### config.mk
export PLATFORM = sky130hd
export DESIGN_NAME = bfiq_hash
export DESIGN_NICKNAME = d
export VERILOG_FILES = /design/src/bfiq_pkg.sv /design/src/bfiq_hash.sv
export SDC_FILE = /design/constraint.sdc
export NUM_CORES = 2
export LEC_CHECK = 0
export BUFFER_PORTS_ARGS = -buffer_cell sky130_fd_sc_hd__buf_2
export CORE_MARGIN = 2
export CORE_UTILIZATION = 60
export DETAILED_ROUTE_END_ITERATION = 10
export GPL_ROUTABILITY_DRIVEN = 0
export PLACE_DENSITY = 0.76
export RECOVER_POWER = 50
export SLEW_MARGIN = 10
export SYNTH_ARGS = -nofsm -noshare
export SYNTH_HDL_FRONTEND = slang
export SYNTH_SLANG_ARGS = --single-unit
### constraint.sdc
create_clock -name clk -period 45.3 [get_ports clk]
set_input_delay 6.795 -clock clk [delete_from_list [all_inputs] [get_ports clk]]
set_output_delay 6.795 -clock clk [all_outputs]
set_load 0.05 [all_outputs]
### src/bfiq_pkg.sv
// Shared constants, hash tables and structs for the Bloom filter block.
// Depends on nothing; every other file refers to it by scoped names.
package bfiq_pkg;

    localparam int KEY_W      = 31;
    localparam int FUNC_W     = 1;
    localparam int OUTCOME_W  = 2;
    localparam int COUNT_W    = 13;
    localparam int SIZE_W     = 13;
    localparam int HCNT_W     = 4;
    localparam int ADDR_W     = 3;
    localparam int DATA_W     = 32;

    localparam logic [FUNC_W-1:0] FUNC_INSERT = 1'b0;
    localparam logic [FUNC_W-1:0] FUNC_QUERY  = 1'b1;

    localparam logic [OUTCOME_W-1:0] OUT_INSERTED = 2'd0;
    localparam logic [OUTCOME_W-1:0] OUT_REJECTED = 2'd1;
    localparam logic [OUTCOME_W-1:0] OUT_ABSENT   = 2'd2;
    localparam logic [OUTCOME_W-1:0] OUT_PRESENT  = 2'd3;

    localparam int DEF_MAX_BITS   = 4096;
    localparam int MAX_HASHES     = 12;
    localparam int HASH_NUM       = 12;
    localparam int HIDX_W         = 4;
    localparam int DEF_USED_BITS  = 4096;
    localparam int DEF_HASH_COUNT = 4;

    localparam int SUM_W      = 54;
    localparam int MOD_BITS   = 8;
    localparam int MOD_STAGES = (SUM_W + MOD_BITS - 1) / MOD_BITS;
    localparam int DIV_W      = MOD_STAGES * MOD_BITS;

    localparam int ROW_W      = 8;
    localparam int ROW_BIT_W  = 3;

    localparam logic [4:0] FIRST_SHIFT [HASH_NUM] =
        '{5'd6, 5'd5, 5'd4, 5'd13, 5'd7, 5'd11, 5'd8, 5'd21, 5'd23, 5'd30, 5'd26, 5'd31};
    localparam logic FIRST_LEFT [HASH_NUM] =
        '{1'b1, 1'b1, 1'b0, 1'b0, 1'b0, 1'b0, 1'b0, 1'b0, 1'b0, 1'b0, 1'b0, 1'b0};
    localparam logic [4:0] SECOND_SHIFT [HASH_NUM] =
        '{5'd16, 5'd7, 5'd17, 5'd14, 5'd18, 5'd20, 5'd19, 5'd15, 5'd13, 5'd2, 5'd22, 5'd5};

    typedef struct packed {
        logic [SIZE_W-1:0] size;
        logic [HCNT_W-1:0] nh;
    } cfg_t;

    typedef struct packed {
        logic              valid;
        logic [HIDX_W-1:0] hidx;
    } hreq_t;

    typedef struct packed {
        logic              valid;
        logic [SIZE_W-1:0] idx;
    } probe_t;

    typedef struct packed {
        logic valid;
        logic hit;
    } presult_t;

endpackage

### src/bfiq_hash.sv
// Hash term generation and a pipelined modulo unit, one probe index per cycle.
// Depends on bfiq_pkg for the shift tables and the probe structs.
module bfiq_hash (
    input  logic                       clk,
    input  logic                       rst_n,
    input  bfiq_pkg::hreq_t            req,
    input  logic [bfiq_pkg::KEY_W-1:0] key,
    input  logic [bfiq_pkg::SIZE_W-1:0] size,
    output bfiq_pkg::probe_t           probe
);

    localparam int SW = bfiq_pkg::SIZE_W;
    localparam int NS = bfiq_pkg::MOD_STAGES;
    localparam int DW = bfiq_pkg::DIV_W;
    localparam int MB = bfiq_pkg::MOD_BITS;

    function automatic logic [SW-1:0] mod_step(input logic [SW-1:0] rem,
                                               input logic [MB-1:0] bits,
                                               input logic [SW-1:0] modulus);
        logic [SW:0]   t;
        logic [SW-1:0] r;
        r = rem;
        for (int b = MB - 1; b >= 0; b--)
        begin
            t = {r, bits[b]};
            if (t >= {1'b0, modulus})
                t = t - {1'b0, modulus};
            r = t[SW-1:0];
        end
        return r;
    endfunction

    logic [bfiq_pkg::SUM_W-1:0] key_ext;
    logic [bfiq_pkg::SUM_W-1:0] first_term;
    logic [bfiq_pkg::SUM_W-1:0] second_term;
    logic [bfiq_pkg::SUM_W-1:0] p0_next;
    logic [bfiq_pkg::SUM_W-1:0] p1_next;

    logic                       t_valid_reg;
    logic [bfiq_pkg::SUM_W-1:0] p0_reg;
    logic [bfiq_pkg::SUM_W-1:0] p1_reg;
    logic                       s_valid_reg;
    logic [DW-1:0]              sum_reg;
    logic                       m_valid_reg [NS];
    logic [SW-1:0]              m_rem_reg   [NS];
    logic [DW-1:0]              m_div_reg   [NS-1];

    always_comb
    begin
        key_ext = bfiq_pkg::SUM_W'(key);
        if (bfiq_pkg::FIRST_LEFT[req.hidx])
            first_term = key_ext << bfiq_pkg::FIRST_SHIFT[req.hidx];
        else
            first_term = key_ext >> bfiq_pkg::FIRST_SHIFT[req.hidx];
        second_term = key_ext << bfiq_pkg::SECOND_SHIFT[req.hidx];
        p0_next     = key_ext + first_term;
        p1_next     = second_term + (key_ext >> 1);
    end

    always_ff @(posedge clk or negedge rst_n)
    begin
        if (!rst_n)
        begin
            t_valid_reg <= 1'b0;
            s_valid_reg <= 1'b0;
            for (int k = 0; k < NS; k++)
                m_valid_reg[k] <= 1'b0;
        end
        else
        begin
            t_valid_reg    <= req.valid;
            s_valid_reg    <= t_valid_reg;
            m_valid_reg[0] <= s_valid_reg;
            for (int k = 1; k < NS; k++)
                m_valid_reg[k] <= m_valid_reg[k-1];
        end
    end

    always_ff @(posedge clk)
    begin
        p0_reg       <= p0_next;
        p1_reg       <= p1_next;
        sum_reg      <= DW'(p0_reg + p1_reg);
        m_rem_reg[0] <= mod_step('0, sum_reg[DW-1 -: MB], size);
        m_div_reg[0] <= sum_reg << MB;
        for (int k = 1; k < NS; k++)
            m_rem_reg[k] <= mod_step(m_rem_reg[k-1], m_div_reg[k-1][DW-1 -: MB], size);
        for (int k = 1; k < NS - 1; k++)
            m_div_reg[k] <= m_div_reg[k-1] << MB;
    end

    assign probe.valid = m_valid_reg[NS-1];
    assign probe.idx   = m_rem_reg[NS-1];

endmodule

======== Yosys cells after proc, flatten, opt, wreduce, memory -nomap -nowiden ========
Memories as Yosys holds them, arrays and structs flattened.
Index checks and enable logic that the tools add are counted.
word-level totals
  latch bits .............................. 0
  memories kept ........................... 5
  ROM bits ................................ 176
  bits in registers ....................... 172
  input bits .............................. 51
  word-level logic and storage cells ...... 200
  RAM bits ................................ 379
  output and inout port bits .............. 14
memory list
  memory           depth  bits a word  read ports  clocked after memory_dff  write ports  RTL line         text
  m_div_reg        6      48           6           0                         6            bfiq_hash.sv:46  logic [DW-1:0] m_div_reg [NS-1];
  m_rem_reg        7      13           7           0                         7            bfiq_hash.sv:45  logic [SW-1:0] m_rem_reg [NS];
  (no name shown)  16     5            1           0                         0            bfiq_hash.sv:55  second_term = key_ext << bfiq_pkg::SECOND_SHIFT[req.hidx];
  (no name shown)  16     5            1           0                         0            bfiq_hash.sv:54  first_term = key_ext >> bfiq_pkg::FIRST_SHIFT[req.hidx];
  (no name shown)  16     1            1           0                         0            bfiq_hash.sv:51  if (bfiq_pkg::FIRST_LEFT[req.hidx])
cells by class
  add/sub/neg operators ................... 59
  bitwise operators ....................... 1
  shift-type cells ........................ 3
  multiply operators ...................... 0
  divide/modulo/power cells ............... 0
  multiplexer cells ....................... 63
  order comparisons ....................... 57
  equal/unequal tests ..................... 0
  reduce and logical (&&, ||, !) cells .... 0
operators by type and width
  operator                 count
  $ge A14 B13 Y1           55
  $mux W13                 56
  $sub A13 B13 Y13         55
  $shl A31 B5 Y54          2
  $add A54 B54 Y55         1
  $add A31 B54 Y54         1
  $add A54 B30 Y54         1
  $mux W54                 1
  $shr A31 B5 Y54          1
  $mux W5                  4
  $ge A1 B13 Y1 const A    1
  $sub A1 B13 Y13 const A  1
  $ge A5 B5 Y1 const B     1
  $not A4 Y5               1
  $mux W1                  2

======== Longest topological paths before layout ========
An unclocked memory read counts as a cell.
  depth in word-level cells ............... 17
  mapped depth ............................ 106
  gate-level depth less buffers ........... 97

======== Worst setup path after synthesis ========
OpenSTA, ideal clock, no wires.
  path kind ............................... input -> register
  start point ............................. in size[1] (netlist name)
  end point ............................... mem m_rem_reg[1][11] (netlist name)
  library setup time ...................... 0.122 ns
  stages on the path ...................... 97
  required time ........................... 45.178 ns
  arrival ................................. 28.203 ns
  buffers on the path ..................... 9
  path slack .............................. 16.976 ns
  path through ............................ inv_1 ha_1 nand4_1 o311ai_0 o31a_1 buf_1 mux2_2 ha_1 nor2_1 a211oi_1 o21ai_0 a31oi_1 o21ai_0 o211ai_1 clkbuf_1 clkbuf_1 mux2i_1 ha_1 [61 not listed] nor2_1 o21ai_1 buf_2 nor2_1 a21oi_1 ha_1 nor2b_1 o21ai_0 nand2b_1 a221oi_1 o21bai_1 a21o_1 a21o_1 a211o_1 a21o_1 o31ai_1 a21oi_1 a221o_1
RTL lines
  element          RTL line         text
  start, declared  bfiq_hash.sv:8   input logic [bfiq_pkg::SIZE_W-1:0] size,
  end, declared    bfiq_hash.sv:45

==> flow_summary.json <==
{
  "totalWireLength_um": 178000,
  "fp.dieH_um": 323,
  "crit_path_frequent_cell": "a21oi_1",
  "drv_slew": 0,
  "synth_simple_gate_area_share_pct": 19.7,
  "core.rowCount": 116,
  "cp_num_buf_inv": 4,
  "cts_buffers": 47,
  "async_reset_ff_share_pct": 2.09,
  "clk_pin_slew_worst_paths_ns": 0.06,
  "layout.cells.non_filler": 9268,
  "grt.overflow.total": 0,
  "port_buffers": 64,
  "drive_gt1_share_pct": 8.75,
  "dp_cells": 9180,
  "hpwlAfterDp_um": 139000,
  "fin_nets": 8817,
  "cts_tree": "done",
  "crit_family": "compound AO/OA/AOI/OAI gates",
  "cap_violations": 0,
  "critPathKind": "primary input to flip-flop",
  "ios": 65,
  "min_period_over_period_pct": 68.5,
  "slowest_delay_ns": 1.02,
  "worst_pin_slew_ns": 1.17,
  "synth-xor-area-share_pct": 8.48,
  "initial_utilization_pct": 60.7,
  "crit_arrival_ns": 31.57,
  "cp_max_fo": 32,
  "slew_headroom_pct": 22.0,
  "core_mm2": 0.100,
  "syn_area_per_cell_um2": 7.75,
  "netlist_instances": 7866,
  "status": "completed",
  "end_kind": "flip-flop",
  "route.detailed.drc": 0,
  "cts.sinks": 431,
  "synth_compound_area_share_pct": 24.7,
  "syn_area_mm2": 0.0610,
  "setup_tns_ns": 0,
  "cp.required_ns": 45.82,
  "skew_ns": 0.0597,
  "synthMuxAreaShare_pct": 9.99,
  "dieArea_mm2": 0.104,
  "postCtsHoldBufs": 0,
  "hold_violations": 0,
  "synth.ff_latch_count": 431,
  "clock_latency_ns": 0.64,
  "antenna_found_initial": 1,
  "drtAntennaViolNets": 0,
  "yosysWarnings": 0,
  "die_width_um": 323,
  "root_buffer": "clkbuf_16",
  "synth_enable_flop_cells": 0,
  "fmaxAchievable_ghz": 0.0322,
  "critPathSlowestCell": "a21boi_1",
  "synthDistinctLibCells": 105,
  "synth_top_family_by_area": "compound AO/OA/AOI/OAI gates",
  "postCtsSetupBuffers": 0,
  "ys_seq_area_share_pct": 14.2,
  "vias_per_cell": 6.36,
  "min_period_ns": 31.05,
  "synth_fa_ha_area_share_pct": 19.1,
  "htreeDepth": 2,
  "synth_flop_cell": "dfxtp_1",
  "avgRoutedWirePerCell_um": 19.2,
  "drt-initial-drc-count": 5590,
  "clockBufferDepth": 3,
  "via_count": 59000,
  "cp-start-kind": "primary input",
  "largest_reg_flops": 168,
  "rsz0062_at_grt": "false",
  "grt_usage_pct": 32.8,
  "hold_path.class": "flip-flop to flip-flop",
  "area_growth_pct": 5.76,
  "grt_max_degree": 66,
  "grt_pass1_wl_um": 281000,
  "firstDrtPassIters": 6,
  "finalSetupViolCount": 0,
  "grt_pass1_vias": 54700,
  "cts_resized": 0
}
[area by class of cell]
cell class / instances / area (µm²)
inverter: 418 / 1590
clock buffer: 60 / 1290
timing repair buffer: 144 / 926
antenna: 1 / 2.50
fill: 8925 / 36000
clock inverter: 27 / 273
sequential: 431 / 8670
tap: 1357 / 1700
multi-input combinational: 6830 / 50000
[cells in the mapped netlist (116+ instances only)]
cell | count | share of area, %
ha_1 | 836 | 17
nor2_1 | 768 | 4.7
nand2_1 | 641 | 3.9
a21oi_1 | 585 | 4.8
o21ai_0 | 501 | 4.1
dfxtp_1 | 422 | 14
inv_1 | 418 | 2.6
xnor2_1 | 400 | 5.7
mux2_2 | 321 | 5.9
a21o_1 | 268 | 3.3
mux2i_1 | 221 | 3.6
xor2_1 | 190 | 2.7
nor3_1 | 163 | 1.3
nor2b_1 | 153 | 1.6
clkbuf_1 | 137 | 0.84
nand2b_1 | 135 | 1.4
nand4_1 | 134 | 1.4
nand3_1 | 117 | 0.96
o21a_1 | 116 | 1.4
[through the flow]
| step | util [%] | instance area [µm²] | hold WS [ns] | worst slack (ns) |
|---|---|---|---|---|
| floorplan | - | 61000 | 0.310 | 16.98 |
| global placement | 62.6 | 62900 | 0.310 | 15.21 |
| detailed placement | 62.6 | 62900 | 0.312 | 14.53 |
| CTS | 64.2 | 64500 | 0.285 | 15.00 |
| global route | 64.2 | 64500 | 0.296 | 12.50 |
| finish | 64.2 | 64500 | 0.294 | 14.25 |
[path summary, 6_finish.rpt]
| path | to | slack (ns) | startpoint | cells past startpoint |
|---|---|---|---|---|
| min in group asynchronous | probe[13] | 6.04 | rst_n | 1 |
| max in group asynchronous | m_valid_reg[4] | 39.08 | rst_n | 1 |
| min reg2reg | m_div_reg[0][31] | 0.29 | sum_reg[31] | 0 |
| max reg2reg | m_rem_reg[2][10] | 20.69 | m_div_reg[1][47] | 88 |
| min | m_div_reg[0][31] | 0.29 | sum_reg[31] | 0 |
| max | m_rem_reg[2][10] | 14.25 | size[0] | 89 |
[kinds of logic (layout without fill, tap and decap cells)]
logic type               Yosys count  after routing
buffers and inverters            611            649
other                              1              8
AND/OR/NAND/NOR                 2493           2493
AO/OA/AOI/OAI                   2288           2288
adder cells (fa/ha/maj)          894            894
flip-flops                       431            431
multiplexers                     558            558
XOR/XNOR                         590            590
[worst register-to-register path, delay by kind of cell, from the launching register on]
family / cells / cell delay (ns)
AOI/OAI and AO/OA: 56 / 15.40
muxes: 4 / 2.13
DFF: 1 / 0.36
adders and majority gates: 9 / 3.08
buffers and inverters: 3 / 0.40
and+or+nand+nor: 16 / 3.17
[routing by layer]
metal	global-route usage, %	up-vias	part of all wire [%]	routed length [µm]
li1	-	28900	-	-
met4	12.2	0	4.1	7280
met3	4.03	425	7.6	13500
met2	54.2	2271	45	79900
met5	0	-	0	0
met1	43.5	27400	43	77500
[placed cells by master (no fill, tap or decap), types with 62 or more instances in the layout]
cell,n
a21oi_1,582
nand2b_1,135
nand4_1,134
nor2_1,768
dfxtp_1,422
a211oi_1,86
inv_1,406
nand3_1,117
a21o_1,268
o21bai_1,67
xnor2_1,400
a21boi_0,87
o21ai_0,499
nand2_1,641
ha_1,836
o21a_1,116
nor3_1,161
and2_1,69
buf_4,82
nor2b_1,153
mux2i_1,221
xor2_1,190
buf_2,62
mux2_2,321
Power is not shown: default switching activity piles up to over one toggle a cycle in this logic, so the estimate is an artifact.
