File: src/bfiq_pkg.sv
// Shared constants, hash tables and structs for the Bloom filter block.
// Depends on nothing; every other file refers to it by scoped names.
package bfiq_pkg;

    localparam int KEY_W      = 31;
    localparam int FUNC_W     = 1;
    localparam int OUTCOME_W  = 2;
    localparam int COUNT_W    = 13;
    localparam int SIZE_W     = 13;
    localparam int HCNT_W     = 4;
    localparam int ADDR_W     = 3;
    localparam int DATA_W     = 32;

    localparam logic [FUNC_W-1:0] FUNC_INSERT = 1'b0;
    localparam logic [FUNC_W-1:0] FUNC_QUERY  = 1'b1;

    localparam logic [OUTCOME_W-1:0] OUT_INSERTED = 2'd0;
    localparam logic [OUTCOME_W-1:0] OUT_REJECTED = 2'd1;
    localparam logic [OUTCOME_W-1:0] OUT_ABSENT   = 2'd2;
    localparam logic [OUTCOME_W-1:0] OUT_PRESENT  = 2'd3;

    localparam int DEF_MAX_BITS   = 4096;
    localparam int MAX_HASHES     = 12;
    localparam int HASH_NUM       = 12;
    localparam int HIDX_W         = 4;
    localparam int DEF_USED_BITS  = 4096;
    localparam int DEF_HASH_COUNT = 4;

    localparam int SUM_W      = 54;
    localparam int MOD_BITS   = 8;
    localparam int MOD_STAGES = (SUM_W + MOD_BITS - 1) / MOD_BITS;
    localparam int DIV_W      = MOD_STAGES * MOD_BITS;

    localparam int ROW_W      = 8;
    localparam int ROW_BIT_W  = 3;

    localparam logic [4:0] FIRST_SHIFT [HASH_NUM] =
        '{5'd6, 5'd5, 5'd4, 5'd13, 5'd7, 5'd11, 5'd8, 5'd21, 5'd23, 5'd30, 5'd26, 5'd31};
    localparam logic FIRST_LEFT [HASH_NUM] =
        '{1'b1, 1'b1, 1'b0, 1'b0, 1'b0, 1'b0, 1'b0, 1'b0, 1'b0, 1'b0, 1'b0, 1'b0};
    localparam logic [4:0] SECOND_SHIFT [HASH_NUM] =
        '{5'd16, 5'd7, 5'd17, 5'd14, 5'd18, 5'd20, 5'd19, 5'd15, 5'd13, 5'd2, 5'd22, 5'd5};

    typedef struct packed {
        logic [SIZE_W-1:0] size;
        logic [HCNT_W-1:0] nh;
    } cfg_t;

    typedef struct packed {
        logic              valid;
        logic [HIDX_W-1:0] hidx;
    } hreq_t;

    typedef struct packed {
        logic              valid;
        logic [SIZE_W-1:0] idx;
    } probe_t;

    typedef struct packed {
        logic valid;
        logic hit;
    } presult_t;

endpackage

File: src/bfiq_store.sv
// Filter bit store: a byte-wide synchronous memory with read-modify-write
// of probed rows, one-back forwarding and a clearing pass after reset.
// Depends on bfiq_pkg for the probe structs and row geometry.
module bfiq_store #(
    parameter int MAX_BITS = bfiq_pkg::DEF_MAX_BITS
) (
    input  logic               clk,
    input  logic               rst_n,
    input  bfiq_pkg::probe_t   probe,
    input  logic               set_bits,
    output bfiq_pkg::presult_t result,
    output logic               clearing
);

    localparam int RW    = bfiq_pkg::ROW_W;
    localparam int RB    = bfiq_pkg::ROW_BIT_W;
    localparam int ROWS  = (MAX_BITS + RW - 1) / RW;
    localparam int RAW   = (ROWS > 1) ? $clog2(ROWS) : 1;
    localparam int EXT_W = (bfiq_pkg::SIZE_W > RAW + RB) ? bfiq_pkg::SIZE_W : RAW + RB;

    logic [RW-1:0]    mem [ROWS];

    logic [EXT_W-1:0] idx_ext;
    logic [RAW-1:0]   rd_row;
    logic [RB-1:0]    rd_bit;

    logic             clr_busy_reg;
    logic [RAW-1:0]   clr_row_reg;
    logic             s1_valid_reg;
    logic [RAW-1:0]   s1_row_reg;
    logic [RB-1:0]    s1_bit_reg;
    logic             s1_set_reg;
    logic [RW-1:0]    rdata_reg;
    logic             wb_valid_reg;
    logic [RAW-1:0]   wb_row_reg;
    logic [RW-1:0]    wb_data_reg;

    logic [RW-1:0]    row_data;
    logic [RW-1:0]    row_new;
    logic             upd_we;
    logic             mem_we;
    logic [RAW-1:0]   mem_wa;
    logic [RW-1:0]    mem_wd;

    assign idx_ext = EXT_W'(probe.idx);
    assign rd_row  = idx_ext[RAW+RB-1:RB];
    assign rd_bit  = idx_ext[RB-1:0];

    // A row read at the same edge as a write to it returns the old value; the write-back register forwards the new one.
    assign row_data = (wb_valid_reg && (wb_row_reg == s1_row_reg)) ? wb_data_reg : rdata_reg;
    assign row_new  = row_data | (RW'(1) << s1_bit_reg);
    assign upd_we   = s1_valid_reg && s1_set_reg;
    assign mem_we   = clr_busy_reg || upd_we;
    assign mem_wa   = clr_busy_reg ? clr_row_reg : s1_row_reg;
    assign mem_wd   = clr_busy_reg ? '0 : row_new;

    always_ff @(posedge clk)
    begin
        if (mem_we)
            mem[mem_wa] <= mem_wd;
        if (probe.valid)
            rdata_reg <= mem[rd_row];
    end

    always_ff @(posedge clk or negedge rst_n)
    begin
        if (!rst_n)
        begin
            clr_busy_reg <= 1'b1;
            clr_row_reg  <= '0;
            s1_valid_reg <= 1'b0;
            wb_valid_reg <= 1'b0;
        end
        else
        begin
            if (clr_busy_reg)
            begin
                if (clr_row_reg == RAW'(ROWS - 1))
                    clr_busy_reg <= 1'b0;
                else
                    clr_row_reg <= clr_row_reg + 1'b1;
            end
            s1_valid_reg <= probe.valid;
            wb_valid_reg <= upd_we;
        end
    end

    always_ff @(posedge clk)
    begin
        s1_row_reg  <= rd_row;
        s1_bit_reg  <= rd_bit;
        s1_set_reg  <= set_bits;
        wb_row_reg  <= s1_row_reg;
        wb_data_reg <= row_new;
    end

    assign result.valid = s1_valid_reg;
    assign result.hit   = row_data[s1_bit_reg];
    assign clearing     = clr_busy_reg;

endmodule

File: config.mk
export PLATFORM = sky130hd
export DESIGN_NAME = bfiq_store
export DESIGN_NICKNAME = d
export VERILOG_FILES = /design/src/bfiq_pkg.sv /design/src/bfiq_store.sv
export SDC_FILE = /design/constraint.sdc
export NUM_CORES = 2
export LEC_CHECK = 0
export ABC_CLOCK_PERIOD_IN_PS = 41700
export BUFFER_PORTS_ARGS = -buffer_cell sky130_fd_sc_hd__buf_2
export CAP_MARGIN = 15
export CORE_ASPECT_RATIO = 0.8
export CORE_MARGIN = 2
export CORE_UTILIZATION = 30
export DETAILED_ROUTE_END_ITERATION = 8
export PLACE_DENSITY = 0.48
export SLEW_MARGIN = 20
export SYNTH_ARGS = -nofsm -noshare
export SYNTH_HDL_FRONTEND = slang
export SYNTH_SLANG_ARGS = --single-unit
File: constraint.sdc
create_clock -name clk -period 41.7 [get_ports clk]
set_input_delay 2.085 -clock clk [delete_from_list [all_inputs] [get_ports clk]]
set_output_delay 2.085 -clock clk [all_outputs]
set_load 0.005 [all_outputs]
Word level (Yosys, flattened, before mapping). Memory sizes are Yosys's and may differ from the RTL's. A register that Yosys moved wholly into a read port is not among the register bits. Cells that the tools add are included.

Register bits: 42. Memories kept: 1. Logic and storage cells: 30. Bits in writable memories: 4096. Input bits: 17.

Memory list: mem (depth 512, width 8, rd ports 1, clocked after Yosys merged registers in 1, write ports 1, RTL line bfiq_store.sv:21) `logic [RW-1:0] mem [ROWS];`.

Reductions and logical operators: 4. Bitwise gates (word level): 2. Magnitude comparators: 1. Muxes and demuxes: 9. Equal/unequal tests: 2. Add/sub/neg operators: 1. Shifts and indexed selects: 1.

Operators by type and width (count): $mux W8 (2); $add A9 B1 Y9 const B (1); $eq A9 B9 Y1 (1); $eq A9 B9 Y1 const B (1); $mux W9 (1); $or A8 B8 Y8 (1); $shl A1 B3 Y8 const A (1); $mux W1 (5); $lt A3 B4 Y1 const B (1); $bmux W1 S3 (1); $logic_and A1 B1 Y1 (2); $reduce_and A2 Y1 (1); $logic_or A1 B1 Y1 (1); $not A1 Y1 (1).

Logic depth before layout (Yosys ltp).
Depth after elaboration: 5. Depth in mapped cells: 14. Gate-level depth less buffers: 9.

Worst setup path after synthesis. OpenSTA, ideal clock, no wires.

Path type: register to register. Start: register s1_row_reg[7]. End: memory mem[0][6] in the netlist's numbering (data pin). Stages on the path, launching flop included: 6. Setup slack: 23.946 ns. Path buffers: 0. Arrival: 14.808 ns. Clock period less this slack: 17.754 ns. Cell sequence: dfxtp_1 xnor2_1 nand4_1 nor3_2 mux2i_1 a21oi_1.

Cells in the longest elaborated chain, start to end: 5.

Ends and longest elaborated chain: start: declaration (RTL line bfiq_store.sv:30) `logic [RAW-1:0] s1_row_reg;`; start signal: assignment (RTL line bfiq_store.sv:90) `s1_row_reg <= rd_row;`; $eq A9 B9 Y1 (RTL line bfiq_store.sv:50) `assign row_data = (wb_valid_reg && (wb_row_reg == s1_row_reg)) ? wb_data_reg : rdata_reg;`; $logic_and A1 B1 Y1 (RTL line bfiq_store.sv:50); $mux W8 (RTL line bfiq_store.sv:50); $or A8 B8 Y8 (RTL line bfiq_store.sv:51) `assign row_new = row_data | (RW'(1) << s1_bit_reg);`; $mux W8 (RTL line bfiq_store.sv:55) `assign mem_wd = clr_busy_reg ? '0 : row_new;`; named net mem_wd[6] (RTL line bfiq_store.sv:43) `logic [RW-1:0] mem_wd;`; end: declaration (RTL line bfiq_store.sv:21).

The timed path passes the listed nets, and every way through them passes these cells.

==> impl_metrics.env <==
export IMPL_status="finished, final reports clean"
export IMPL_antenna_found_initial=49
export IMPL_finalWirelength_um=483000
export IMPL_die_x_um=831
export IMPL_initial_core_util_pct=30.2
export IMPL_ys_seq_area_share_pct=75.6
export IMPL_cts_sinks=4146
export IMPL_synth_ff_type="edfxtp_1"
export IMPL_synth_cell_types=97
export IMPL_switching_share_pct=22.7
export IMPL_avgSynthCellArea_um2=19.6
export IMPL_clk_pin_slew_ns=0.06
export IMPL_ir_drop_uv=34.0
export IMPL_sequentialPowerShare_pct=52.8
export IMPL_syn_num_nets=8376
export IMPL_vias=84349
export IMPL_fin_crit_sh_pct=19.3
export IMPL_critPathLaunch="probe[3]"
export IMPL_r2r_start="s1_row_reg[6]$_DFF_P_"
export IMPL_max_slew_margin_rel_pct=14.2
export IMPL_tightest_slew_ns=1.28
export IMPL_grt_pass1_vias=83202
export IMPL_post_cts_buffers=0
export IMPL_leakage_nw=57.3
export IMPL_worstHoldStart="s1_row_reg[8]$_DFF_P_"
export IMPL_layout_common_cells="edfxtp_1 (4104), mux2i_1 (796), nor2_1 (646)"
export IMPL_ant_nets=0
export IMPL_portBuffers=18
export IMPL_grt_max_degree=229
export IMPL_finClkSkew_ns=0.0655
export IMPL_critPathBufInv=5
export IMPL_rsz0062_at_grt="no"
export IMPL_synth_edff_count=4104
export IMPL_clock_fmax_mhz=124
export IMPL_cpMaxStageDelayCell="buf_4"
export IMPL_syn_to_final_growth_pct=12.2
export IMPL_grtUsageTotal_pct=16.9
export IMPL_ys_seq_elements=4146
export IMPL_comb_power_share_pct=6.3
export IMPL_cp_start_kind="input pin"
export IMPL_end_kind="flop"
export IMPL_finalSetupViolCount=0
export IMPL_p_int_mw=6.88
export IMPL_wire_per_inst_um=30.2
export IMPL_slowest_delay_ns=0.85
export IMPL_grt_pass1_wl_um=668000
export IMPL_dpl_hpwl_um=287000
export IMPL_worst_path_most_repeated_cell="buf_4"
export IMPL_layout_commonest_cell="edfxtp_1"
export IMPL_arrival_ns=8.86
export IMPL_p_sw_mw=2.02
export IMPL_clk_path_buf_depth=4
export IMPL_cts_made_buffers=406
export IMPL_dieArea_mm2=0.553
export IMPL_p_per_area_mw_per_mm2=48.4
export IMPL_cts_root_buf="clkbuf_16"
export IMPL_crit_chain="buf_12 > buf_12 > buf_4 > buf_4 > buf_4 > mux2i_1 > o221ai_1 > o22ai_1 > o21ai_0 > nand4_1 > and4_1 > nor4_2"
export IMPL_worstPathRequired_ns=42.51
export IMPL_vias_per_cell=5.28
export IMPL_dr_first_iter_drc_count=10712
export IMPL_finalMaxSlewViolations=0
export IMPL_syn_inst=8357
export IMPL_fin_crit_ns=8.05
export IMPL_cts_hold_buf=0
export IMPL_hp_class="flop to flop"
export IMPL_grt_ovfl_total=0
export IMPL_yosys_warnings=0
export IMPL_p_clk_share_pct=41.0
export IMPL_syn_area_mm2=0.164
export IMPL_io_pins=20
export IMPL_cts_tree="built"
export IMPL_drt_drc_violations_left=0
export IMPL_hold_violations=0
export IMPL_ys_async_sr_fraction_pct=0.289
export IMPL_path_class="input pin to flop"
export IMPL_finalSetupTns_ns=0
export IMPL_final_nets=8471
export IMPL_critPathTopFamily="buffers and inverters"
export IMPL_postCtsResizedCells=0
export IMPL_drive_above_1_share_pct=16.1
export IMPL_insertion_delay_ns=1.02
export IMPL_die_y_um=666
export IMPL_critPathMaxFanout=114
export IMPL_fp_row_count=242
export IMPL_fin_util_pct=33.9
export IMPL_gp_congestion=0.804
export IMPL_regMostFlops="mem"
export IMPL_core_area_mm2=0.544
export IMPL_largest_reg_flops=4096
export IMPL_htree_levels=5
export IMPL_drv_cap=0
export IMPL_firstDrtPassIters=6
==> metal layers <==
layer	wire (um)	vias up	part of all wire [%]	track usage, %
met5	78	-	0.016	0
met4	10200	12	2.1	3.32
met3	39700	587	8.2	3.24
met2	213000	3346	44	25.5
met1	220000	45570	46	25.4
li1	-	34834	-	-
==> path summary, 6_finish.rpt <==
| check | endpoint | slack (ns) | cells past startpoint |
|---|---|---|---|
| max in group asynchronous | clearing$_DFF_PN1_ | 40.36 | 1 |
| worst min register to register | wb_row_reg[8]$_DFF_P_ | 0.40 | 0 |
| worst min-delay path | wb_row_reg[8]$_DFF_P_ | 0.40 | 0 |
| worst max-delay path | rdata_reg[7]$_DFFE_PP_ | 33.65 | 12 |
| worst max register to register | mem[239][5]$_DFFE_PP_ | 34.81 | 10 |
| min in group asynchronous | s1_valid_reg$_DFF_PN0_ | 1.00 | 1 |
==> synth_stat cells, drive strengths merged, types with 12 or more instances <==
master,count,area [um2]
a2111oi,17,168
a211oi,15,118
a21oi,189,946
a22oi,29,218
a31oi,35,219
buf,311,3040
clkbuf,218,1240
dfxtp,30,601
edfxtp,4104,123000
mux2,28,315
mux2i,796,7970
mux4,651,15200
nand2,223,840
nand2b,12,75.1
nand3,67,340
nand4,34,213
nor2,651,2450
nor2b,14,87.6
nor3,97,505
nor4,36,244
o21ai,121,606
o221ai,284,2530
o22ai,197,1260
o31ai,12,90.1
xnor2,15,131
==> power by group through the flow <==
stage	clock network (mW)	logic (mW)	registers (mW)
after CTS	3.72	0.560	4.70
final	3.65	0.559	4.70
after floorplan	0	0.315	4.92
after global routing	3.88	0.591	4.70
after detailed placement	0	0.559	4.79
after global placement	0	0.545	4.79
==> through the flow <==
step | cell area, um2 | power (mW) | cells | worst slack, ns | hold slack [ns]
floorplan | 164000 | 5.23 | 8357 | 23.95 | 0.372
global placement | 171000 | 5.33 | 15235 | 32.56 | 0.385
detailed placement | 171000 | 5.35 | 15235 | 32.53 | 0.396
CTS | 184000 | 8.98 | 15976 | 33.63 | 0.405
global route | 184000 | 9.17 | 15983 | 33.34 | 0.407
finish | 184000 | 8.91 | 15988 | 33.65 | 0.404
==> kinds of logic (layout without fill, tap and decap cells) <==
family	after synthesis	in the layout	share of synthesized area, %
flip-flops	4146	4146	75.6
multiplexers	1475	1475	14.3
AND/OR/NAND/NOR	1198	1198	3.19
AO/OA/AOI/OAI	984	984	4.20
buffers and inverters	536	964	2.63
XOR/XNOR	16	16	0.0854
adder cells (fa/ha/maj)	2	2	0.0152
other	0	5	0
==> final cells by class <==
cell class                      instances  area [um2]
Fill cell                           50932      360000
Sequential cell                      4146      124000
Multi-Input combinational cell       3675       36100
Clock buffer                          509       10700
Tap cell                             7198        9010
Clock inverter                        232        2190
Timing Repair Buffer                  217        1980
Inverter                                6        37.5
Antenna cell                            5        12.5
==> worst register-to-register path: cells and delay by family, from the launching register on <==
family                    cells  cell delay (ns)
and+or+nand+nor               3             1.91
muxes                         1             0.21
AOI/OAI and AO/OA             1             0.26
buffers and inverters         4             3.48
DFF                           1             0.44
xor gates and xnor gates      1             0.17
(Power assumes the default switching activity.)
