===== src/bfiq_pkg.sv =====
// Shared constants, hash tables and structs for the Bloom filter block.
// Depends on nothing; every other file refers to it by scoped names.
package bfiq_pkg;

    localparam int KEY_W      = 31;
    localparam int FUNC_W     = 1;
    localparam int OUTCOME_W  = 2;
    localparam int COUNT_W    = 13;
    localparam int SIZE_W     = 13;
    localparam int HCNT_W     = 4;
    localparam int ADDR_W     = 3;
    localparam int DATA_W     = 32;

    localparam logic [FUNC_W-1:0] FUNC_INSERT = 1'b0;
    localparam logic [FUNC_W-1:0] FUNC_QUERY  = 1'b1;

    localparam logic [OUTCOME_W-1:0] OUT_INSERTED = 2'd0;
    localparam logic [OUTCOME_W-1:0] OUT_REJECTED = 2'd1;
    localparam logic [OUTCOME_W-1:0] OUT_ABSENT   = 2'd2;
    localparam logic [OUTCOME_W-1:0] OUT_PRESENT  = 2'd3;

    localparam int DEF_MAX_BITS   = 4096;
    localparam int MAX_HASHES     = 12;
    localparam int HASH_NUM       = 12;
    localparam int HIDX_W         = 4;
    localparam int DEF_USED_BITS  = 4096;
    localparam int DEF_HASH_COUNT = 4;

    localparam int SUM_W      = 54;
    localparam int MOD_BITS   = 8;
    localparam int MOD_STAGES = (SUM_W + MOD_BITS - 1) / MOD_BITS;
    localparam int DIV_W      = MOD_STAGES * MOD_BITS;

    localparam int ROW_W      = 8;
    localparam int ROW_BIT_W  = 3;

    localparam logic [4:0] FIRST_SHIFT [HASH_NUM] =
        '{5'd6, 5'd5, 5'd4, 5'd13, 5'd7, 5'd11, 5'd8, 5'd21, 5'd23, 5'd30, 5'd26, 5'd31};
    localparam logic FIRST_LEFT [HASH_NUM] =
        '{1'b1, 1'b1, 1'b0, 1'b0, 1'b0, 1'b0, 1'b0, 1'b0, 1'b0, 1'b0, 1'b0, 1'b0};
    localparam logic [4:0] SECOND_SHIFT [HASH_NUM] =
        '{5'd16, 5'd7, 5'd17, 5'd14, 5'd18, 5'd20, 5'd19, 5'd15, 5'd13, 5'd2, 5'd22, 5'd5};

    typedef struct packed {
        logic [SIZE_W-1:0] size;
        logic [HCNT_W-1:0] nh;
    } cfg_t;

    typedef struct packed {
        logic              valid;
        logic [HIDX_W-1:0] hidx;
    } hreq_t;

    typedef struct packed {
        logic              valid;
        logic [SIZE_W-1:0] idx;
    } probe_t;

    typedef struct packed {
        logic valid;
        logic hit;
    } presult_t;

endpackage


===== src/bfiq_cfg.sv =====
// APB-style register file for the used size and the hash count.
// Depends on bfiq_pkg; delivers the clamped settings as a cfg_t.
module bfiq_cfg #(
    parameter int MAX_BITS = bfiq_pkg::DEF_MAX_BITS
) (
    input  logic                        clk,
    input  logic                        rst_n,
    input  logic                        psel,
    input  logic                        penable,
    input  logic                        pwrite,
    input  logic [bfiq_pkg::ADDR_W-1:0] paddr,
    input  logic [bfiq_pkg::DATA_W-1:0] pwdata,
    output logic [bfiq_pkg::DATA_W-1:0] prdata,
    output logic                        pready,
    output bfiq_pkg::cfg_t              cfg
);

    localparam logic REG_USED_BITS  = 1'b0;
    localparam logic REG_HASH_COUNT = 1'b1;
    localparam int   SIZE_LIM  = (1 << bfiq_pkg::SIZE_W) - 1;
    localparam int   SIZE_CAP  = (MAX_BITS < SIZE_LIM) ? MAX_BITS : SIZE_LIM;

    logic [bfiq_pkg::SIZE_W-1:0] used_bits_reg;
    logic [bfiq_pkg::HCNT_W-1:0] hash_count_reg;
    logic [bfiq_pkg::ADDR_W-1:0] word_addr;
    logic                        reg_sel;
    logic                        wr_en;

    assign pready    = 1'b1;
    assign word_addr = paddr >> 2;
    assign reg_sel   = word_addr[0];
    assign wr_en     = psel && penable && pwrite && pready;

    always_ff @(posedge clk or negedge rst_n)
    begin
        if (!rst_n)
        begin
            used_bits_reg  <= bfiq_pkg::SIZE_W'(bfiq_pkg::DEF_USED_BITS);
            hash_count_reg <= bfiq_pkg::HCNT_W'(bfiq_pkg::DEF_HASH_COUNT);
        end
        else if (wr_en)
        begin
            case (reg_sel)
                REG_USED_BITS:  used_bits_reg  <= pwdata[bfiq_pkg::SIZE_W-1:0];
                REG_HASH_COUNT: hash_count_reg <= pwdata[bfiq_pkg::HCNT_W-1:0];
                default:        ;
            endcase
        end
    end

    always_comb
    begin
        case (reg_sel)
            REG_USED_BITS:  prdata = bfiq_pkg::DATA_W'(used_bits_reg);
            REG_HASH_COUNT: prdata = bfiq_pkg::DATA_W'(hash_count_reg);
            default:        prdata = '0;
        endcase
    end

    always_comb
    begin
        if (used_bits_reg == '0)
            cfg.size = bfiq_pkg::SIZE_W'(1);
        else if (used_bits_reg > bfiq_pkg::SIZE_W'(SIZE_CAP))
            cfg.size = bfiq_pkg::SIZE_W'(SIZE_CAP);
        else
            cfg.size = used_bits_reg;

        if (hash_count_reg == '0)
            cfg.nh = bfiq_pkg::HCNT_W'(1);
        else if (hash_count_reg > bfiq_pkg::HCNT_W'(bfiq_pkg::MAX_HASHES))
            cfg.nh = bfiq_pkg::HCNT_W'(bfiq_pkg::MAX_HASHES);
        else
            cfg.nh = hash_count_reg;
    end

endmodule


===== config.mk =====
export PLATFORM = sky130hd
export DESIGN_NAME = bfiq_cfg
export DESIGN_NICKNAME = d
export VERILOG_FILES = /design/src/bfiq_pkg.sv /design/src/bfiq_cfg.sv
export SDC_FILE = /design/constraint.sdc
export NUM_CORES = 1
export LEC_CHECK = 0
export BUFFER_PORTS_ARGS = -buffer_cell sky130_fd_sc_hd__buf_2
export CAP_MARGIN = 30
export CELL_PAD_IN_SITES_DETAIL_PLACEMENT = 2
export CELL_PAD_IN_SITES_GLOBAL_PLACEMENT = 2
export CORE_MARGIN = 2
export CORE_UTILIZATION = 21
export CTS_CLUSTER_DIAMETER = 200
export DETAILED_ROUTE_END_ITERATION = 10
export PLACE_DENSITY_LB_ADDON = 0.1
export SYNTH_ARGS = -nofsm -noshare
export SYNTH_HDL_FRONTEND = slang
export SYNTH_SLANG_ARGS = --single-unit

===== constraint.sdc =====
create_clock -name clk -period 1.3 [get_ports clk]
set_input_delay 0.13 -clock clk [delete_from_list [all_inputs] [get_ports clk]]
set_output_delay 0.13 -clock clk [all_outputs]
set_load 0.005 [all_outputs]

# After elaboration in Yosys (flattened, before gate mapping)
# Cells that the tools add are included.
[op_classes] mux=5 reduce_logical=6 bitwise=1 n_lt_le_gt_ge=2
[ops] op="$pmux W32 S2" count=1
[ops] op="$mux W13" count=2
[ops] op="$gt A13 B13 Y1 const B" count=1
[ops] op="$logic_not A13 Y1" count=1
[ops] op="$mux W4" count=2
[ops] op="$gt A4 B4 Y1 const B" count=1
[ops] op="$logic_not A4 Y1" count=1
[ops] op="$reduce_and A2 Y1" count=2
[ops] op="$logic_and A1 B1 Y1" count=2
[ops] op="$not A1 Y1" count=1
[totals] elab_cells=16 input_bits=40 register_bits=17 output_inout_bits=50

# Logic depth before layout (Yosys ltp)
# Gate-level depths: netlist (run 1).
[logic_depth] word_depth=3 mapped_depth=3 ltp_nobuf=2

# Worst setup path before layout (run 1)
# OpenSTA, ideal clock, no wires.
[synth_timing] path_kind="register -> register" from="register used_bits_reg[12] (netlist name)" to="register used_bits_reg[12] in the netlist's numbering" slack_ns=0.240 stages_incl_launch_ff=3 n_path_buf=1 arrival_ns=1.001 setup_time_ns=0.060 required_time_ns=1.240 synth_period_minus_slack_ns=1.060 path_cell_list="dfstp_2 > clkbuf_1 > mux2_4"
[synth_rtl] item="end signal, assigned" line="bfiq_cfg.sv:38" text="used_bits_reg <= bfiq_pkg::SIZE_W'(bfiq_pkg::DEF_USED_BITS);"
[synth_rtl] item="end signal, assigned" line="bfiq_cfg.sv:44" text="REG_USED_BITS: used_bits_reg <= pwdata[bfiq_pkg::SIZE_W-1:0];"
[synth_rtl] item="end, declared" line="bfiq_cfg.sv:23" text="logic [bfiq_pkg::SIZE_W-1:0] used_bits_reg;"

# Worst setup path in the final report (run 1)
[layout_timing] from="register used_bits_reg[1] in the netlist's numbering" to="output prdata[1] in the netlist's numbering"
[layout_via] elab_chain_len=1
[layout_rtl] item="$pmux W32 S2" line="bfiq_cfg.sv:53" text="case (reg_sel)"
[layout_rtl] item="end, declared" line="bfiq_cfg.sv:13" text="output logic [bfiq_pkg::DATA_W-1:0] prdata,"
# No other way between the ends. The select of a mux whose other input is x is not followed.

==> results of run 1 <==
[layer usage]
layer | up-vias | share of wire, %
met2 | 42 | 47
li1 | 385 | -
met4 | 0 | 0.96
met3 | 4 | 8.2
met1 | 391 | 44
met5 | - | 0
[metrics by stage]
stage / cells / utilization, %
detailed placement: 212 / 26.95
global placement: 212 / 26.95
floorplan: 115 / -
CTS: 218 / 28.65
global route: 218 / 29.22
finish: 218 / 29.22
[critical path: stages, from the launching register on]
cell	delay (ns)
dfrtp_1	0.42
buf_4	0.15
buf_6	0.10
mux2_2	0.25
buf_2	0.13
[path summary, 6_finish.rpt]
| kind | startpoint | endpoint | slack (ns) | cells after the start |
|---|---|---|---|---|
| hold reg to reg | used_bits_reg[0]$_DFFE_PN0P_ | used_bits_reg[0]$_DFFE_PN0P_ | 0.57 | 1 |
| max in group asynchronous | rst_n | used_bits_reg[12]$_DFFE_PN1P_ | 0.63 | 2 |
| setup reg to reg | used_bits_reg[1]$_DFFE_PN0P_ | used_bits_reg[1]$_DFFE_PN0P_ | 0.27 | 3 |
| min in group asynchronous | rst_n | hash_count_reg[1]$_DFFE_PN0P_ | 0.33 | 2 |
| setup / recovery | used_bits_reg[1]$_DFFE_PN0P_ | prdata[1] | -0.13 | 4 |
| hold / removal | pwdata[4] | used_bits_reg[4]$_DFFE_PN0P_ | 0.10 | 2 |
[cell families (layout without fill, tap and decap cells)]
group / count (synthesis) / in the layout
buffers and inverters: 28 / 61
AND/OR/NAND/NOR: 25 / 25
multiplexers: 21 / 21
flip-flops: 17 / 17
AO/OA/AOI/OAI: 4 / 4
other: 2 / 20
[power by group through the flow]
stage / Combinational, W / Sequential (W) / Clock (W)
global route: 0.000804 / 0.000841 / 0.000451
floorplan: 0.000434 / 0.000746 / 0
finish: 0.000721 / 0.000812 / 0.000406
global placement: 0.000677 / 0.000780 / 0
CTS: 0.000718 / 0.000793 / 0.000433
detailed placement: 0.000685 / 0.000790 / 0
[cell usage after synthesis, drive strengths merged]
| library cell | count | area share [%] |
|---|---|---|
| buf | 22 | 15 |
| mux2 | 21 | 25 |
| nor2b | 19 | 11 |
| dfrtp | 15 | 34 |
| clkbuf | 4 | 1.4 |
| nor4 | 3 | 1.7 |
| conb | 2 | 0.68 |
| dfstp | 2 | 4.8 |
| inv | 2 | 0.68 |
| a21boi | 1 | 0.68 |
| a32o | 1 | 0.91 |
| nand4 | 1 | 0.57 |
| nand4b | 1 | 2.2 |
| nor2 | 1 | 0.34 |
| o21ba | 1 | 0.91 |
| o22ai | 1 | 0.57 |
[repair_timing]
action	CTS	global route
endpoints found under the setup margin	3	14
resized for setup	4	7
hold endpoints to repair	15	0
buffers inserted	1	0
hold buffers	1	0
pin swaps	4	1
[area by class of cell]
cell class	instances	area (um2)	area share, %
Sequential cell	17	429.2	28.95
Tap cell	70	87.58	5.907
Inverter	2	7.507	0.5063
Timing Repair Buffer	55	319.1	21.52
Clock inverter	1	5.005	0.3376
Multi-Input combinational cell	70	593.1	40.00
Clock buffer	3	41.29	2.785
==> results.sh, run 1 <==
export IMPL_power_density_nw_per_um2=1308
export IMPL_core_um2=5075
export IMPL_wl_um=2930
export IMPL_numCtsBuffers=3
export IMPL_netlist_instances=97
export IMPL_via_count=822
export IMPL_fin_crit_sh_pct=110.0
export IMPL_synth_distinct_cells=19
export IMPL_endpoint_kind="output port"
export IMPL_drc=0
export IMPL_required_ns=1.17
export IMPL_rows=26
export IMPL_grt_util_met2_pct=16.55
export IMPL_critPathArrivalTime_ns=1.30
export IMPL_synth_adder_area_share_pct=0
export IMPL_violations="setup timing"
export IMPL_largest_reg_flops=13
export IMPL_grt_use_met1_pct=13.55
export IMPL_synth_xor_area_share_pct=0
export IMPL_rsz0062_at_grt="yes"
export IMPL_postSynthRegisterBits=17
export IMPL_antenna_found_initial=0
export IMPL_yosysSeqAreaShare_pct=38.78
export IMPL_crit_fanout=3
export IMPL_clk_pin_slew_ns=0.08
export IMPL_synth_top_family_by_area="multiplexers"
export IMPL_final_cell_mix="buf_2 (48), conb_1 (20), nor2b_1 (17)"
export IMPL_grt_pass1_wl_um=4754
export IMPL_dpl_cell_area_um2=1368
export IMPL_p_switching_w=0.0006126
export IMPL_firstDrtPassIters=3
export IMPL_grt_max_degree=18
export IMPL_p_leak_nw=0.7734
export IMPL_dieArea_um2=5851
export IMPL_io_buffers=48
export IMPL_synth_simple_area_share_pct=15.53
export IMPL_power_clock_fraction_pct=20.9
export IMPL_setup_slack_ns=-0.1303
export IMPL_clock_sinks=17
export IMPL_cts_path_max_buffers=2
export IMPL_die_h_um=76.49
export IMPL_fin_tns_setup_ns=-0.2521
export IMPL_final_nets=189
export IMPL_max_cap_violations=0
export IMPL_min_delay_path_class="in2reg"
export IMPL_detailedPlace_worstSlack_ns=0.07070
export IMPL_total_power_w=0.001939
export IMPL_internal_power_w=0.001327
export IMPL_seqPwrFrac_pct=41.9
export IMPL_holdWs_ns=0.1016
export IMPL_skew_ns=0
export IMPL_cts_tree="yes"
export IMPL_cts_root_buf="clkbuf_8"
export IMPL_n_fill_cell=589
export IMPL_drive_above_1_share_pct=60.14
export IMPL_initial_utilization_pct=21.75
export IMPL_htree_levels=1
export IMPL_critical_path_class="reg2out"
export IMPL_drt_iter0_drc=23
export IMPL_fmax_mhz=699.2
export IMPL_syn_area_per_cell_um2=11.38
export IMPL_fin_crit_ns=1.430
export IMPL_report_final_hold_viol_count=0
export IMPL_yosysWarnings=0
export IMPL_grt_pass1_vias=858
export IMPL_grt_busiest_layer="met2"
export IMPL_dpl_hpwl_um=2303
export IMPL_gp_congestion=0.6418
export IMPL_startpoint_type="register"
export IMPL_maxSlewViolCount=0
export IMPL_synth_area_um2=1104
export IMPL_synth_compound_area_share_pct=3.061
export IMPL_layout_commonest_cell="buf_2"
export IMPL_vdd_drop_max_uv=320.5
export IMPL_grt_util_all_layers_pct=10.40
export IMPL_syn_to_final_growth_pct=34.35
export IMPL_wl_per_cell_um=13.44
export IMPL_grt_overflow=0
export IMPL_ant_nets=0
export IMPL_io_pins=90
export IMPL_n_antenna_cell=0
export IMPL_status="finished, violations left"
export IMPL_final_area_um2=1483
export IMPL_chipWidth_um=76.49
export IMPL_setup_viol=2
export IMPL_use_met3_pct=3.081
export IMPL_netSwitchingFraction_pct=31.59
export IMPL_combinationalPowerShare_pct=37.2
export IMPL_insertion_delay_ns=0.25
export IMPL_synth_mux_area_share_pct=24.83
export IMPL_avgViaCountPerCell=3.771
(Power assumes the default switching activity.)
==> run 2, diff against run 1 <==
Settings changed: CTS_CLUSTER_SIZE set to 12, RECOVER_POWER set to 100.
==> results.sh, run 2 (synthesized netlist as in run 1, its figures left out) <==
export IMPL_status="finished, violations left"
export IMPL_violations="setup timing"
export IMPL_grt_max_degree=18
export IMPL_maxSlewViolCount=0
export IMPL_fin_util_pct=28.33
export IMPL_cts_tree="yes"
export IMPL_numCtsBuffers=3
export IMPL_rows=26
export IMPL_final_cell_mix="buf_2 (38), conb_1 (20), nor2b_1 (17)"
export IMPL_chipWidth_um=76.49
export IMPL_die_h_um=76.49
export IMPL_regArea_um2=429.2
export IMPL_worstPathCellList="clkbuf_4 -> buf_6 -> mux2_2 -> buf_2"
export IMPL_cts_path_max_buffers=2
export IMPL_via_count=823
export IMPL_cpPeakStageDelay_ns=0.42
export IMPL_internal_power_w=0.001269
export IMPL_crit_fanout=3
export IMPL_clock_sinks=17
export IMPL_p_switching_w=0.0006071
export IMPL_netSwitchingFraction_pct=32.37
export IMPL_grt_util_all_layers_pct=10.40
export IMPL_grt_pass1_wl_um=4754
export IMPL_worst_hold_startpoint="pwdata[5]"
export IMPL_n_antenna_cell=0
export IMPL_rsz0062_at_grt="yes"
export IMPL_io_buffers=48
export IMPL_antenna_found_initial=0
export IMPL_max_cap_violations=0
export IMPL_cts_root_buf="clkbuf_8"
export IMPL_power_clock_fraction_pct=21.5
export IMPL_initial_utilization_pct=21.75
export IMPL_crit_start="used_bits_reg[1]$_DFFE_PN0P_"
export IMPL_clk_pin_slew_ns=0.07
export IMPL_ant_nets=0
export IMPL_p_leak_nw=0.7054
export IMPL_wl_um=2933
export IMPL_insertion_delay_ns=0.25
export IMPL_seqPwrFrac_pct=42.9
export IMPL_grt_overflow=0
export IMPL_startpoint_type="register"
export IMPL_grt_pass1_vias=858
export IMPL_slowest_stage="dfrtp_1"
export IMPL_largest_reg_flops=13
export IMPL_vdd_drop_max_uv=315.5
export IMPL_r2r_start="used_bits_reg[1]$_DFFE_PN0P_"
export IMPL_min_delay_path_class="in2reg"
export IMPL_dpl_cell_area_um2=1368
export IMPL_syn_to_final_growth_pct=30.27
export IMPL_wl_per_cell_um=13.45
export IMPL_htree_levels=1
export IMPL_gp_congestion=0.6418
export IMPL_fin_crit_sh_pct=110.2
export IMPL_power_density_nw_per_um2=1305
export IMPL_detailedPlace_worstSlack_ns=0.07070
export IMPL_core_um2=5075
export IMPL_drt_iter0_drc=22
export IMPL_drive_above_1_share_pct=49.32
export IMPL_fmax_mhz=697.9
export IMPL_layout_commonest_cell="buf_2"
export IMPL_dpl_hpwl_um=2303
export IMPL_setup_viol=4
export IMPL_multi_input_area_um2=563.0
export IMPL_endpoint_kind="output port"
export IMPL_setup_slack_ns=-0.1328
export IMPL_total_power_w=0.001876
export IMPL_critPathArrivalTime_ns=1.30
export IMPL_n_fill_cell=600
export IMPL_fin_crit_ns=1.433
export IMPL_drc=0
export IMPL_firstDrtPassIters=4
export IMPL_skew_ns=0
export IMPL_report_final_hold_viol_count=0
export IMPL_holdWs_ns=0.08989
export IMPL_avgViaCountPerCell=3.775
export IMPL_critical_path_class="reg2out"
export IMPL_final_area_um2=1438
export IMPL_final_nets=189
export IMPL_dieArea_um2=5851
export IMPL_io_pins=90
export IMPL_required_ns=1.17
export IMPL_combinationalPowerShare_pct=35.5
-- run 2: power groups by stage --
stage,combinational (W),sequential (W),clock (W)
final,0.000666,0.000805,0.000404
after global routing,0.000750,0.000835,0.000451
after CTS,0.000718,0.000793,0.000433
after detailed placement,0.000685,0.000790,0
after global placement,0.000677,0.000780,0
after floorplan,0.000434,0.000746,0
-- run 2: worst paths after layout --
| kind | slack (ns) | cells past startpoint | endpoint |
|---|---|---|---|
| setup / recovery | -0.13 | 4 | prdata[1] |
| setup reg to reg | 0.27 | 3 | used_bits_reg[1]$_DFFE_PN0P_ |
| hold reg to reg | 0.57 | 1 | used_bits_reg[0]$_DFFE_PN0P_ |
| min in group asynchronous | 0.35 | 2 | hash_count_reg[1]$_DFFE_PN0P_ |
| max in group asynchronous | 0.60 | 2 | used_bits_reg[12]$_DFFE_PN1P_ |
| hold / removal | 0.09 | 2 | used_bits_reg[5]$_DFFE_PN0P_ |
-- run 2: per-layer routing --
metal  vias up  track usage (%)  part of all wire, %
li1        385                -                    -
met1       386            13.55                   43
met2        48            16.55                   46
met3         4            3.081                  9.4
met4         0            3.273                 0.95
met5         -                0                    0
-- run 2: per-stage QoR --
| stage | setup TNS (ns) | std cells |
|---|---|---|
| 2_1_floorplan | 0 | 115 |
| 3_3_place_gp | 0 | 212 |
| 3_5_place_dp | 0 | 212 |
| 4_1_cts | -0.2680 | 218 |
| 5_1_grt | -0.7965 | 218 |
| 6_report | -0.2850 | 218 |
-- run 2: area by class of cell --
class | count | share of cell area (%)
clock buffer | 3 | 2.872
clock inverter | 1 | 0.3481
inverter | 2 | 0.5222
multi-input combinational | 70 | 39.16
sequential | 17 | 29.85
tap | 70 | 6.092
timing repair buffer | 55 | 21.15
-- run 2: repair_timing --
item / in CTS / in global routing
pin swaps: 4 / 1
setup endpoints to repair: 3 / 14
endpoints found under the hold margin: 15 / 0
gates resized for setup: 4 / 7
setup buffers: 1 / 0
hold buffers: 1 / 0
-- run 2: worst max-delay path, delay by kind of cell, from the launching register on --
kind	cells	cell delay [ns]
flip-flops	1	0.42
buffers and inverters	3	0.39
multiplexers	1	0.25
==> run 3, diff against run 2 <==
==> constraint.sdc (replaced) <==
create_clock -name clk -period 1.3 [get_ports clk]
set_input_delay 0.065 -clock clk [delete_from_list [all_inputs] [get_ports clk]]
set_output_delay 0.065 -clock clk [all_outputs]
set_load 0.005 [all_outputs]
==> results.sh, run 3 (synthesized netlist as in run 1, its figures left out) <==
export IMPL_status="finished, violations left"
export IMPL_violations="setup timing"
export IMPL_io_buffers=48
export IMPL_dpl_hpwl_um=2272
export IMPL_fin_crit_sh_pct=103.0
export IMPL_cts_root_buf="clkbuf_8"
export IMPL_final_nets=189
export IMPL_n_antenna_cell=0
export IMPL_largest_reg_flops=13
export IMPL_r2r_slack_ns=0.34
export IMPL_whs_path_depth=2
export IMPL_internal_power_w=0.001233
export IMPL_critical_path_class="reg2out"
export IMPL_drive_above_1_share_pct=45.27
export IMPL_cts_tree="yes"
export IMPL_startpoint_type="register"
export IMPL_grt_pass1_vias=884
export IMPL_report_final_hold_viol_count=0
export IMPL_grt_util_all_layers_pct=10.35
export IMPL_antenna_found_initial=0
export IMPL_regToRegEndpoint="used_bits_reg[12]$_DFFE_PN1P_"
export IMPL_htree_levels=1
export IMPL_drt_iter0_drc=20
export IMPL_critPathTopFamily="flip-flops"
export IMPL_fin_util_pct=27.79
export IMPL_r2r_cells=2
export IMPL_slowest_stage="dfrtp_1"
export IMPL_n_fill_cell=606
export IMPL_seqPwrFrac_pct=43.7
export IMPL_fmax_mhz=747.0
export IMPL_vdd_drop_max_uv=614.1
export IMPL_combinationalPowerShare_pct=34.8
export IMPL_setup_viol=1
export IMPL_setup_slack_ns=-0.03874
export IMPL_final_cell_mix="buf_2 (34), conb_1 (20), nor2b_1 (19)"
export IMPL_die_h_um=76.49
export IMPL_r2r_start="used_bits_reg[12]$_DFFE_PN1P_"
export IMPL_final_area_um2=1410
export IMPL_core_um2=5075
export IMPL_chipWidth_um=76.49
export IMPL_insertion_delay_ns=0.24
export IMPL_whs_endpoint="used_bits_reg[6]$_DFFE_PN0P_"
export IMPL_p_switching_w=0.0005810
export IMPL_fin_crit_ns=1.339
export IMPL_dpl_cell_area_um2=1360
export IMPL_ant_nets=0
export IMPL_clk_pin_slew_ns=0.07
export IMPL_p_leak_nw=0.6888
export IMPL_power_clock_fraction_pct=21.5
export IMPL_rsz0062_at_grt="yes"
export IMPL_required_ns=1.24
export IMPL_io_pins=90
export IMPL_drc=0
export IMPL_via_count=821
export IMPL_rows=26
export IMPL_cpPeakStageDelay_ns=0.41
export IMPL_critPathArrivalTime_ns=1.27
export IMPL_maxSlewViolCount=0
export IMPL_wl_um=2845
export IMPL_fin_tns_setup_ns=-0.03874
export IMPL_min_delay_path_class="in2reg"
export IMPL_endpoint_kind="output port"
export IMPL_layout_commonest_cell="buf_2"
export IMPL_syn_to_final_growth_pct=27.78
export IMPL_grt_pass1_wl_um=4740
export IMPL_initial_utilization_pct=21.75
export IMPL_grt_overflow=0
export IMPL_crit_start="used_bits_reg[1]$_DFFE_PN0P_"
export IMPL_skew_ns=0
export IMPL_crit_fanout=2
export IMPL_grt_max_degree=18
export IMPL_avgViaCountPerCell=3.766
export IMPL_power_density_nw_per_um2=1287
export IMPL_gp_congestion=0.6353
export IMPL_dieArea_um2=5851
export IMPL_critPathBufInv=1
export IMPL_max_cap_violations=0
export IMPL_clock_sinks=17
export IMPL_cts_path_max_buffers=2
export IMPL_numCtsBuffers=3
export IMPL_worst_hold_startpoint="pwdata[6]"
export IMPL_netSwitchingFraction_pct=32.02
export IMPL_worstPathCellList="nor4_4 -> a32o_2 -> buf_2"
export IMPL_firstDrtPassIters=3
export IMPL_wl_per_cell_um=13.05
[run 3: power by group through the flow]
stage	sequential, W	clock, W	combinational, W
5_1_grt	0.000823	0.000444	0.000714
3_5_place_dp	0.000802	0	0.000663
4_1_cts	0.000787	0.000417	0.000708
2_1_floorplan	0.000746	0	0.000434
3_3_place_gp	0.000792	0	0.000656
6_report	0.000793	0.000389	0.000632
[run 3: layout make-up]
| cell class | instances | area (um2) | area share (%) |
|---|---|---|---|
| Clock inverter | 1 | 5.005 | 0.3549 |
| Tap cell | 70 | 87.58 | 6.211 |
| Inverter | 2 | 7.507 | 0.5324 |
| Clock buffer | 3 | 41.29 | 2.928 |
| Multi-Input combinational cell | 70 | 553.0 | 39.22 |
| Timing Repair Buffer | 55 | 287.8 | 20.41 |
| Sequential cell | 17 | 427.9 | 30.35 |
[run 3: worst reg2reg max path: stages (launching register included)]
cell and delay (ns):
dfstp_2 0.57, clkbuf_2 0.18, mux2_4 0.16
[run 3: worst max path at each step]
stage,end,slack [ns],depth (start not counted)
after CTS,cfg[4],-0.09,3
after detailed placement,cfg[4],0.11,3
final,cfg[4],-0.04,3
after global routing,cfg[4],-0.11,3
after global placement,cfg[4],0.14,3
after floorplan,used_bits_reg[12]$_DFFE_PN1P_,0.24,2
[run 3: per-stage QoR]
stage	instances	hold WS (ns)	setup WS [ns]	power [W]
global route	218	0.009616	-0.1122	0.001981
CTS	218	0.03242	-0.09206	0.001912
global placement	211	0.01957	0.1450	0.001448
floorplan	115	-0.2306	0.2397	0.001181
finish	218	0.02634	-0.03874	0.001814
detailed placement	211	0.02548	0.1064	0.001465
[run 3: timing repair]
item | in CTS | in global routing
hold endpoints to repair | 15 | 0
hold buffers | 1 | 0
setup endpoints to repair | 8 | 4
gates resized for setup | 3 | 3
pin swaps | 2 | 0
setup buffers | 2 | 0
[run 3: metal layers]
metal  up-vias  track usage (%)  routed length, um
li1        384                -                  -
met1       393            13.54               1303
met2        42            16.28               1304
met3         2            4.265                228
met4         0            1.636                  9
met5         -                0                  0
